File: src/sv/rvfa_pkg.sv
// shared types and constants for the rtp video frame assembler
`timescale 1ns / 1ps

package rvfa_pkg;

    localparam int MAX_UNITS_PER_PACKET = 15;
    localparam int MAX_UNITS_PER_FRAME  = 255;
    localparam int UNIT_LIMIT = (MAX_UNITS_PER_FRAME > 255) ? 255 : MAX_UNITS_PER_FRAME;

    localparam int FIFO_DEPTH = 4;
    localparam int FIFO_AW    = $clog2(FIFO_DEPTH);
    localparam int FIFO_CW    = $clog2(FIFO_DEPTH + 1);

    localparam int S_DATA_W = 88;
    localparam int S_USER_W = 6;
    localparam int M_DATA_W = 104;
    localparam int M_USER_W = 4;

    // flag bit positions: key, sps, pps, idr
    localparam int FLAG_KEY = 0;
    localparam int FLAG_SPS = 1;
    localparam int FLAG_PPS = 2;
    localparam int FLAG_IDR = 3;

    typedef struct packed {
        logic [31:0] ssrc;
        logic [31:0] timestamp;
        logic [15:0] seq;
        logic [15:0] seq_m1;
        logic        marker;
        logic [3:0]  flags;
        logic [3:0]  units;
    } pkt_t;

    typedef struct packed {
        logic [31:0] ssrc;
        logic [31:0] timestamp;
        logic [15:0] start_seq;
        logic [15:0] stop_seq;
        logic [3:0]  flags;
        logic [7:0]  units;
    } frm_t;

    typedef struct packed {
        logic               full;
        logic               empty;
        logic [FIFO_CW-1:0] level;
    } fifo_stat_t;

endpackage

File: src/sv/rtp_video_frame_assembler.sv
// top level of the rtp video frame assembler
`timescale 1ns / 1ps

// Groups parsed RTP video packet descriptors into frames and sends one word per
// completed frame. One input word can be taken every cycle while the front
// register is empty or the queue has room. An accepted word is held in the front
// register, written into a four-entry queue and applied to the open frame when
// the back end pops it; a closing word's frame is offered from the output
// register. Invalid or malformed packets are dropped in the front; a timestamp or
// ssrc change discards the open frame silently, and a frame with a sequence gap or
// no units is not sent. The back end takes a queued word only while its output
// register is free or being read, so with the master side stalled the input keeps
// flowing until the queue and the front register hold five words.
module rtp_video_frame_assembler (
    input  logic                          clk,
    input  logic                          rst_n,
    input  logic                          s_tvalid,
    output logic                          s_tready,
    // ssrc[31:0], timestamp[63:32], seq[79:64], units[83:80], zero pad
    input  logic [rvfa_pkg::S_DATA_W-1:0] s_tdata,
    // valid, malformed, key, sps, pps, idr
    input  logic [rvfa_pkg::S_USER_W-1:0] s_tuser,
    // marker bit
    input  logic                          s_tlast,
    output logic                          m_tvalid,
    input  logic                          m_tready,
    // ssrc, timestamp, start_seq, stop_seq, units
    output logic [rvfa_pkg::M_DATA_W-1:0] m_tdata,
    // key, sps, pps, idr
    output logic [rvfa_pkg::M_USER_W-1:0] m_tuser
);
    import rvfa_pkg::*;

    fifo_stat_t q_stat;
    logic       q_push;
    logic       q_pop;
    pkt_t       q_in;
    pkt_t       q_head;
    frm_t       frm;

    rvfa_front u_front (
        .clk      (clk),
        .rst_n    (rst_n),
        .s_tvalid (s_tvalid),
        .s_tready (s_tready),
        .s_tdata  (s_tdata),
        .s_tuser  (s_tuser),
        .s_tlast  (s_tlast),
        .q_stat   (q_stat),
        .q_push   (q_push),
        .q_pkt    (q_in)
    );

    rvfa_fifo u_fifo (
        .clk      (clk),
        .rst_n    (rst_n),
        .push     (q_push),
        .push_pkt (q_in),
        .pop      (q_pop),
        .head     (q_head),
        .stat     (q_stat)
    );

    rvfa_back u_back (
        .clk     (clk),
        .rst_n   (rst_n),
        .q_head  (q_head),
        .q_stat  (q_stat),
        .q_pop   (q_pop),
        .m_valid (m_tvalid),
        .m_ready (m_tready),
        .m_frm   (frm)
    );

    assign m_tdata = {frm.units, frm.stop_seq, frm.start_seq, frm.timestamp, frm.ssrc};
    assign m_tuser = frm.flags;

    a_level_bound: assert property (@(posedge clk) disable iff (!rst_n)
        q_stat.level <= FIFO_CW'(FIFO_DEPTH))
        else $error("queue level beyond depth");

    a_no_push_full: assert property (@(posedge clk) disable iff (!rst_n)
        q_push |-> !q_stat.full)
        else $error("push into full queue");

    a_no_pop_empty: assert property (@(posedge clk) disable iff (!rst_n)
        q_pop |-> !q_stat.empty)
        else $error("pop from empty queue");

    a_units_nonzero: assert property (@(posedge clk) disable iff (!rst_n)
        m_tvalid |-> (frm.units != '0))
        else $error("frame sent with zero units");

endmodule

File: src/sv/rvfa_front.sv
// front stage: takes input words, drops unusable packets, prepares descriptors
`timescale 1ns / 1ps

module rvfa_front (
    input  logic                          clk,
    input  logic                          rst_n,
    input  logic                          s_tvalid,
    output logic                          s_tready,
    input  logic [rvfa_pkg::S_DATA_W-1:0] s_tdata,
    input  logic [rvfa_pkg::S_USER_W-1:0] s_tuser,
    input  logic                          s_tlast,
    input  rvfa_pkg::fifo_stat_t          q_stat,
    output logic                          q_push,
    output rvfa_pkg::pkt_t                q_pkt
);
    import rvfa_pkg::*;

    logic       fr_valid_reg;
    logic       fr_valid_next;
    pkt_t       fr_pkt_reg;
    pkt_t       pkt_w;
    logic       accept;
    logic       usable;
    logic [3:0] units_raw;

    assign s_tready = !fr_valid_reg || !q_stat.full;
    assign accept   = s_tvalid && s_tready;
    assign usable   = s_tuser[0] && !s_tuser[1];
    assign q_push   = fr_valid_reg && !q_stat.full;
    assign q_pkt    = fr_pkt_reg;

    always_comb
    begin
        units_raw       = s_tdata[83:80];
        pkt_w.ssrc      = s_tdata[31:0];
        pkt_w.timestamp = s_tdata[63:32];
        pkt_w.seq       = s_tdata[79:64];
        // predecessor number, so the back end only compares against prev seq
        pkt_w.seq_m1    = s_tdata[79:64] - 16'd1;
        pkt_w.marker    = s_tlast;
        pkt_w.flags     = s_tuser[5:2];
        if ({4'd0, units_raw} > 8'(MAX_UNITS_PER_PACKET))
            pkt_w.units = 4'(MAX_UNITS_PER_PACKET);
        else
            pkt_w.units = units_raw;
    end

    always_comb
    begin
        fr_valid_next = fr_valid_reg;
        if (accept)
            fr_valid_next = usable;
        else if (q_push)
            fr_valid_next = 1'b0;
    end

    always_ff @(posedge clk or negedge rst_n)
    begin
        if (!rst_n)
            fr_valid_reg <= 1'b0;
        else
            fr_valid_reg <= fr_valid_next;
    end

    always_ff @(posedge clk)
    begin
        if (accept && usable)
            fr_pkt_reg <= pkt_w;
    end

endmodule

File: src/sv/rvfa_fifo.sv
// short descriptor queue between front and back
`timescale 1ns / 1ps

module rvfa_fifo (
    input  logic                 clk,
    input  logic                 rst_n,
    input  logic                 push,
    input  rvfa_pkg::pkt_t       push_pkt,
    input  logic                 pop,
    output rvfa_pkg::pkt_t       head,
    output rvfa_pkg::fifo_stat_t stat
);
    import rvfa_pkg::*;

    pkt_t               mem [FIFO_DEPTH];
    logic [FIFO_AW-1:0] wr_ptr_reg;
    logic [FIFO_AW-1:0] wr_ptr_next;
    logic [FIFO_AW-1:0] rd_ptr_reg;
    logic [FIFO_AW-1:0] rd_ptr_next;
    logic [FIFO_CW-1:0] count_reg;
    logic [FIFO_CW-1:0] count_next;

    assign head       = mem[rd_ptr_reg];
    assign stat.full  = (count_reg == FIFO_CW'(FIFO_DEPTH));
    assign stat.empty = (count_reg == '0);
    assign stat.level = count_reg;

    always_comb
    begin
        wr_ptr_next = wr_ptr_reg;
        rd_ptr_next = rd_ptr_reg;
        count_next  = count_reg;
        if (push)
            wr_ptr_next = (wr_ptr_reg == FIFO_AW'(FIFO_DEPTH - 1)) ? '0 : wr_ptr_reg + 1'b1;
        if (pop)
            rd_ptr_next = (rd_ptr_reg == FIFO_AW'(FIFO_DEPTH - 1)) ? '0 : rd_ptr_reg + 1'b1;
        if (push && !pop)
            count_next = count_reg + 1'b1;
        else if (pop && !push)
            count_next = count_reg - 1'b1;
    end

    always_ff @(posedge clk or negedge rst_n)
    begin
        if (!rst_n)
        begin
            wr_ptr_reg <= '0;
            rd_ptr_reg <= '0;
            count_reg  <= '0;
        end
        else
        begin
            wr_ptr_reg <= wr_ptr_next;
            rd_ptr_reg <= rd_ptr_next;
            count_reg  <= count_next;
        end
    end

    always_ff @(posedge clk)
    begin
        if (push)
            mem[wr_ptr_reg] <= push_pkt;
    end

endmodule

File: src/sv/rvfa_back.sv
// back stage: open frame tracking and the frame output register
`timescale 1ns / 1ps

module rvfa_back (
    input  logic                 clk,
    input  logic                 rst_n,
    input  rvfa_pkg::pkt_t       q_head,
    input  rvfa_pkg::fifo_stat_t q_stat,
    output logic                 q_pop,
    output logic                 m_valid,
    input  logic                 m_ready,
    output rvfa_pkg::frm_t       m_frm
);
    import rvfa_pkg::*;

    logic        open_reg;
    logic        open_next;
    logic        gap_reg;
    logic        gap_next;
    logic [15:0] prev_seq_reg;
    logic [31:0] ssrc_reg;
    logic [31:0] ts_reg;
    logic [15:0] start_seq_reg;
    logic [3:0]  flags_reg;
    logic [3:0]  flags_next;
    logic [7:0]  total_reg;
    logic [7:0]  total_next;
    logic [8:0]  sum;
    logic        start;
    logic        emit;
    logic        out_valid_reg;
    logic        out_valid_next;
    frm_t        out_reg;

    assign q_pop   = !q_stat.empty && (!out_valid_reg || m_ready);
    assign m_valid = out_valid_reg;
    assign m_frm   = out_reg;

    always_comb
    begin
        // a new frame opens when none is open or the stream identity changed
        start = !open_reg || (q_head.timestamp != ts_reg) || (q_head.ssrc != ssrc_reg);
        if (start)
        begin
            gap_next   = 1'b0;
            flags_next = q_head.flags;
            sum        = {5'd0, q_head.units};
        end
        else
        begin
            gap_next   = gap_reg || (prev_seq_reg != q_head.seq_m1);
            flags_next = flags_reg | q_head.flags;
            sum        = {1'b0, total_reg} + {5'd0, q_head.units};
        end
        total_next = (sum > 9'(UNIT_LIMIT)) ? 8'(UNIT_LIMIT) : sum[7:0];
        open_next  = !q_head.marker;
        emit       = q_head.marker && !gap_next && (total_next != '0);

        out_valid_next = out_valid_reg;
        if (q_pop)
            out_valid_next = emit;
        else if (m_ready)
            out_valid_next = 1'b0;
    end

    always_ff @(posedge clk or negedge rst_n)
    begin
        if (!rst_n)
        begin
            open_reg      <= 1'b0;
            out_valid_reg <= 1'b0;
        end
        else
        begin
            if (q_pop)
                open_reg <= open_next;
            out_valid_reg <= out_valid_next;
        end
    end

    always_ff @(posedge clk)
    begin
        if (q_pop)
        begin
            gap_reg      <= gap_next;
            flags_reg    <= flags_next;
            total_reg    <= total_next;
            prev_seq_reg <= q_head.seq;
            if (start)
            begin
                ssrc_reg      <= q_head.ssrc;
                ts_reg        <= q_head.timestamp;
                start_seq_reg <= q_head.seq;
            end
            if (emit)
            begin
                out_reg.ssrc      <= start ? q_head.ssrc : ssrc_reg;
                out_reg.timestamp <= start ? q_head.timestamp : ts_reg;
                out_reg.start_seq <= start ? q_head.seq : start_seq_reg;
                out_reg.stop_seq  <= q_head.seq;
                out_reg.flags     <= flags_next;
                out_reg.units     <= total_next;
            end
        end
    end

endmodule
File: config.mk
export PLATFORM = sky130hd
export DESIGN_NAME = rtp_video_frame_assembler
export DESIGN_NICKNAME = d
export VERILOG_FILES = /design/src/sv/rvfa_pkg.sv /design/src/sv/rtp_video_frame_assembler.sv /design/src/sv/rvfa_front.sv /design/src/sv/rvfa_fifo.sv /design/src/sv/rvfa_back.sv
export SDC_FILE = /design/constraint.sdc
export NUM_CORES = 1
export LEC_CHECK = 0
export ABC_AREA = 0
export BUFFER_PORTS_ARGS = -buffer_cell sky130_fd_sc_hd__buf_4
export CORE_ASPECT_RATIO = 1.4
export CORE_MARGIN = 1.5
export CORE_UTILIZATION = 44
export CTS_BUF_LIST = sky130_fd_sc_hd__clkbuf_4 sky130_fd_sc_hd__clkbuf_8
export DETAILED_ROUTE_END_ITERATION = 10
export GPL_TIMING_DRIVEN = 0
export HOLD_SLACK_MARGIN = 0.12
export SYNTH_ARGS = -nofsm -noshare
export SYNTH_HDL_FRONTEND = slang
export SYNTH_SLANG_ARGS = --single-unit
File: constraint.sdc
create_clock -name clk -period 11.09 [get_ports clk]
set_clock_uncertainty 0.2 [all_clocks]
set_input_delay 2.218 -clock clk [delete_from_list [all_inputs] [get_ports clk]]
set_output_delay 2.218 -clock clk [all_outputs]
set_load 0.05 [all_outputs]
## After elaboration in Yosys (flattened, before gate mapping)

Memory sizes are Yosys's and may differ from the RTL's.
Cells that the tools add are included.
W data, S select, Z words.

| word-level totals | value |
|---|---|
| memories | 1 |
| flip-flop bits (word level) | 332 |
| bits of input ports | 99 |
| bits in writable memories | 420 |
| word-level logic and storage cells | 88 |
| output and inout bits | 110 |

Memory list:

| memory | depth | width | read ports | clocked after memory_dff | wr ports | line | source |
|---|---|---|---|---|---|---|---|
| u_fifo.mem | 4 | 105 | 1 | 0 | 1 | rvfa_fifo.sv:15 | `pkt_t mem [FIFO_DEPTH];` |

| operators by class | value |
|---|---|
| bitwise operators | 1 |
| reduce and logical (&&, ||, !) cells | 30 |
| $add $sub $neg | 6 |
| equal/unequal tests | 6 |
| mux-type cells | 17 |
| $lt $le $gt $ge | 1 |

Operators with widths:

| cell | number |
|---|---|
| $mux W32 | 2 |
| $ne A32 B32 Y1 | 2 |
| $mux W16 | 1 |
| $ne A16 B16 Y1 | 1 |
| $sub A16 B1 Y16 const B | 1 |
| $logic_not A1 Y1 | 10 |
| $add A8 B4 Y9 | 1 |
| $gt A9 B8 Y1 const B | 1 |
| $logic_and A1 B1 Y1 | 9 |
| $mux W9 | 1 |
| $mux W8 | 1 |
| $reduce_bool A8 Y1 | 1 |
| $mux W1 | 7 |
| $mux W3 | 2 |
| $reduce_bool A2 Y1 | 3 |
| $logic_or A1 B1 Y1 | 5 |
| $add A2 B1 Y2 const B | 2 |
| $eq A2 B2 Y1 const B | 2 |
| $mux W2 | 2 |
| $mux W4 | 1 |
| $or A4 B4 Y4 | 1 |
| $add A3 B1 Y3 const B | 1 |
| $eq A3 B3 Y1 const B | 1 |
| $logic_not A3 Y1 | 1 |
| other kinds (2) | 2 |

## Depth between registers and ports, before layout

An unclocked memory read counts as a cell.

| logic depth | value |
|---|---|
| depth after elaboration | 10 |
| gate-level depth with buffers | 17 |

## Modules after synthesis

A second synthesis with hierarchy kept.

| unflattened totals | value |
|---|---|
| cells, all modules | 1241 |
| area total of the unflattened synthesis | 27480.1 µm² |

By module, submodules not included:

| module | sequential area each (µm²) | cells each | instances | area an instance (µm²) |
|---|---|---|---|---|
| rvfa_fifo | 12787.3 | 586 | 1 | 15539.9 |
| rvfa_back | 6566.3 | 504 | 1 | 8466.9 |
| rvfa_front | 3178.0 | 151 | 1 | 3473.3 |

## Worst setup path before layout

No wires, ideal clock.

| path | value |
|---|---|
| path kind | input to register |
| from | input m_tready |
| to | register u_back.out_reg, in the netlist u_back.m_frm[0], enable pin |
| library setup time | 0.392 ns |
| buffers on the path | 0 |
| stages | 6 |
| path slack | 1.692 ns |
| data arrival time | 8.806 ns |
| cells stage by stage | nor2b_1 > nor2_1 > nand2_1 > a31oi_1 > nor2b_1 > mux2_4 |

| on the way | value |
|---|---|
| longest elaborated chain between the ends | 3 |

RTL lines:

| what | line | source |
|---|---|---|
| start, declared | rtp_video_frame_assembler.sv:26 | `input logic m_tready,` |
| $logic_or A1 B1 Y1 | rvfa_back.sv:35 | `assign q_pop = !q_stat.empty && (!out_valid_reg \|\| m_ready);` |
| $logic_and A1 B1 Y1 | rvfa_back.sv:35 |  |
| named net q_pop | rtp_video_frame_assembler.sv:36 | `logic q_pop;` |
| $reduce_and A2 Y1 (no source line) | -- |  |
| end, declared | rvfa_back.sv:33 | `frm_t out_reg;` |

The timed path passes the listed nets, and every way through them passes these cells.
A chain may end at the register's enable or synchronous reset.

## Final worst setup path

| path | value |
|---|---|
| from | register u_fifo.rd_ptr_reg[0] |
| to | register u_back.out_reg, in the netlist u_back.m_frm[90], enable pin |

| on the way | value |
|---|---|
| longest elaborated chain between the ends | 10 |
| elaborated cells between the ends (all ways) | 17 |
| classes of those cells | 1 x add/sub; 1 x order compare; 3 x eq/ne; 3 x mux; 8 x reduce/logical; 1 x memory |

RTL lines:

| what | line | source |
|---|---|---|
| start, declared | rvfa_fifo.sv:18 | `logic [FIFO_AW-1:0] rd_ptr_reg;` |
| start signal, assigned | rvfa_fifo.sv:54 | `rd_ptr_reg <= rd_ptr_next;` |
| $mem_v2 Z4 W105 * | -- |  |
| parallel branches: the longest is 7 deep, another holds $add A8 B4 Y9 | -- |  |
| $logic_and A1 B1 Y1 * | rvfa_back.sv:57 | `emit = q_head.marker && !gap_next && (total_next != '0);` |
| $reduce_and A2 Y1 (no source line) * | -- |  |

Mark *: on every way between the ends.

==> impl_metrics.yaml <==
run_status:
  status: "finished clean"
floorplanning:
  chipWidth_um: 216
  pin_count: 209
  start_util_pct: 44.7
  die_height_um: 301
  rows: 108
  coreArea_um2: 62300
  fp.dieArea_um2: 64800
detailed_routing:
  dr.pass1.iters: 5
  wire_per_inst_um: 24.6
  drc_errors: 0
  wirelength_mm: 61.8
  vias: 13200
  antenna_left: 0
  drt_iter0_drc: 932
  avgViaCountPerCell: 5.27
setup_path:
  critPathArrivalTime_ns: 7.71
  start_kind: "flip-flop"
  cpMaxStageDelayCell: "mux4_2"
  slowest_delay_ns: 0.59
  critPathKind: "reg2reg"
  crit_fanout: 60
  r2r_setup_slack_ns: 3.55
  path_buf_inv: 8
  endpoint_kind: "flip-flop"
  critPathMostFrequentCell: "buf_2"
  critical_path_required_ns: 11.25
  path_delay_family: "buffers and inverters"
  path_cells: "buf_2 > buf_4 > buf_2 > buf_2 > buf_2 > buf_2 > buf_2 > mux4_2 > ha_1 > fa_1 > a21o_1 > a21oi_1 > xnor2_1 > and4b_1 > a31oi_1 > nor2b_1 > mux2_8 > buf_16"
clock_tree:
  path_clk_slew_ns: 0.06
  h-tree-depth: 3
  cts_resized: 0
  post-cts-setup-buffers: 0
  cts_buffers: 111
  insertion_delay_ns: 0.72
  clock_path_buffers: 3
  tritoncts: "done"
  root_buffer: "clkbuf_8"
  cts.sinks: 752
  cts_hold_buf: 0
finish:
  fin_nets: 1706
  finish.utilization_pct: 53.1
  layout_commonest_cell: "edfxtp_1"
  syn_to_final_growth_pct: 18.7
  final_area_um2: 33100
  multi_input_area_um2: 5140
  register_area_um2: 22500
  largest_register_ffs: 420
  nFillCells: 4900
  layout.cells.most_common_list: "edfxtp_1, buf_4, clkbuf_8, mux4_2, xnor2_1"
  final_cells: 2507
  top_register: "u_fifo.mem"
  drive_gt1_share_pct: 32.3
place:
  placed_cells: 2306
  place.gp.congestion: 0.840
  hpwl_mm: 41.1
  io_buffers: 204
  placed_area_um2: 30900
yosys:
  synth_cell_type_count: 62
  synth_flop_cell: "edfxtp_1"
  synth_cells: 1259
  synth_edf_count: 742
  ys_warn_count: 0
  yosys.area_share.simple_pct: 2.65
  yosys_register_bits: 752
  yosysSeqAreaShare_pct: 80.9
  syn_avg_cell_area_um2: 22.1
  synth-adder-area-share_pct: 0.638
  synthesis.nets: 1371
  synthArstFlopShare_pct: 1.33
  synth_area_um2: 27900
  synth_top_family_by_area: "multiplexers"
  synthMuxAreaShare_pct: 10.6
  synth-compound-area-share_pct: 1.73
  synthXorXnorAreaFrac_pct: 2.70
sta:
  tightest_slew_ns: 1.08
  layout_min_cycle_time_ns: 7.54
  tns_ns: 0
  fin_crit_sh_pct: 68.0
  slew_headroom_pct: 27.5
  hold_violations: 0
  max_freq_ghz: 0.133
  rsz0062_at_grt: "false"
  maxSlewViolCount: 0
  setup_viol: 0
run:
  maxCapViolCount: 0
power:
  leakage_nw: 11.2
  finalPower_mw: 9.71
  powerDensity_nw_per_um2: 294
  peakVddDrop_v: 0.000164
grt:
  grt_pass1_vias: 14100
  overflow: 0
  grt_util_all_layers_pct: 19.3
  grt_pass1_wl_mm: 90.4
  grt_max_degree: 61
  antenna_found_initial: 1
worst_hold_path:
  hp-class: "reg2reg"
[Yosys cell counts, types with 3 or more instances]
library cell | number | area (um^2)
nand4_1 | 22 | 138
nand2_1 | 22 | 82.6
buf_2 | 18 | 90.1
clkbuf_1 | 5 | 18.8
a22oi_1 | 3 | 22.5
a2111o_1 | 3 | 33.8
o21ai_0 | 11 | 55.1
mux2_4 | 20 | 300
edfxtp_1 | 742 | 22300
nand2b_1 | 3 | 18.8
a21o_1 | 6 | 45.0
dfrtp_1 | 10 | 250
a211oi_1 | 3 | 22.5
nor4_1 | 8 | 50.1
or4_1 | 5 | 37.5
nor2_1 | 19 | 71.3
or3_1 | 4 | 25.0
inv_1 | 13 | 48.8
mux4_2 | 96 | 2160
a31oi_1 | 5 | 31.3
mux2i_1 | 40 | 400
a32oi_1 | 3 | 26.3
mux2_2 | 7 | 78.8
nor2b_1 | 10 | 62.6
buf_1 | 4 | 15.0
ha_1 | 11 | 138
xnor2_1 | 71 | 622
a21oi_1 | 9 | 45.0
o22ai_1 | 6 | 37.5
nand3_1 | 7 | 35.0
nor3_1 | 12 | 60.1
and2_1 | 5 | 31.3
xor2_1 | 15 | 131
buf_6 | 4 | 45.0
[cells by family (layout without fill, tap and decap cells)]
logic type                 after synthesis  after routing
and+or+nand+nor                        132            132
AOI/OAI and AO/OA                       68             68
xor gates and xnor gates                86             86
adders and majority gates               13             13
buffers and inverters                   45            467
other                                    0              1
muxes                                  163            163
DFF                                    752            752
[power by group]
part | switching, mW | internal, mW
Clock | 1.04 | 1.17
Sequential | 0.262 | 3.93
Combinational | 2.17 | 1.14
Total | 3.47 | 6.24
[final cells by class]
type / instances / share of cell area (%)
repair buffers: 222 / 5.91
multi-input cells: 462 / 15.5
flip-flops and latches: 752 / 68.2
clock inverters: 70 / 1.48
diodes: 1 / 0.00757
plain buffers: 32 / 0.534
inverters: 13 / 0.148
well taps: 825 / 3.12
clock buffers: 130 / 5.09
[final timing paths]
path | start | end | cells after the start
worst max-delay path | u_fifo.rd_ptr_reg[0]$_DFFE_PN0P_ | u_back.m_frm[90]$_DFFE_PP_ | 18
worst min-delay path | u_front.q_pkt[71]$_DFFE_PP_ | u_fifo.mem[3][71]$_DFFE_PP_ | 0
worst max register to register | u_fifo.rd_ptr_reg[0]$_DFFE_PN0P_ | u_back.m_frm[90]$_DFFE_PP_ | 18
worst min register to register | u_front.q_pkt[71]$_DFFE_PP_ | u_fifo.mem[3][71]$_DFFE_PP_ | 0
max in group asynchronous | rst_n | u_back.open_reg$_DFFE_PN0P_ | 1
min in group asynchronous | rst_n | u_fifo.rd_ptr_reg[0]$_DFFE_PN0P_ | 1
[layer usage]
layer  wire length [um]  vias up  share of wire, %  global-route usage, %
met5                  0        -                 0                      0
met1              24300     6851                39                   22.7
met2              33200      388                54                   34.8
met4               1920        0               3.1                   8.34
li1                   -     5873                 -                      -
met3               2430      102               3.9                   3.21
[metrics by stage]
step | hold WS, ns | worst slack [ns]
2_1_floorplan | 0.259 | 1.69
3_3_place_gp | 0.265 | -4.69
3_5_place_dp | 0.277 | 3.46
4_1_cts | 0.293 | 3.43
5_1_grt | 0.302 | 3.13
6_report | 0.282 | 3.55
Power figures use the tool's default switching activity.
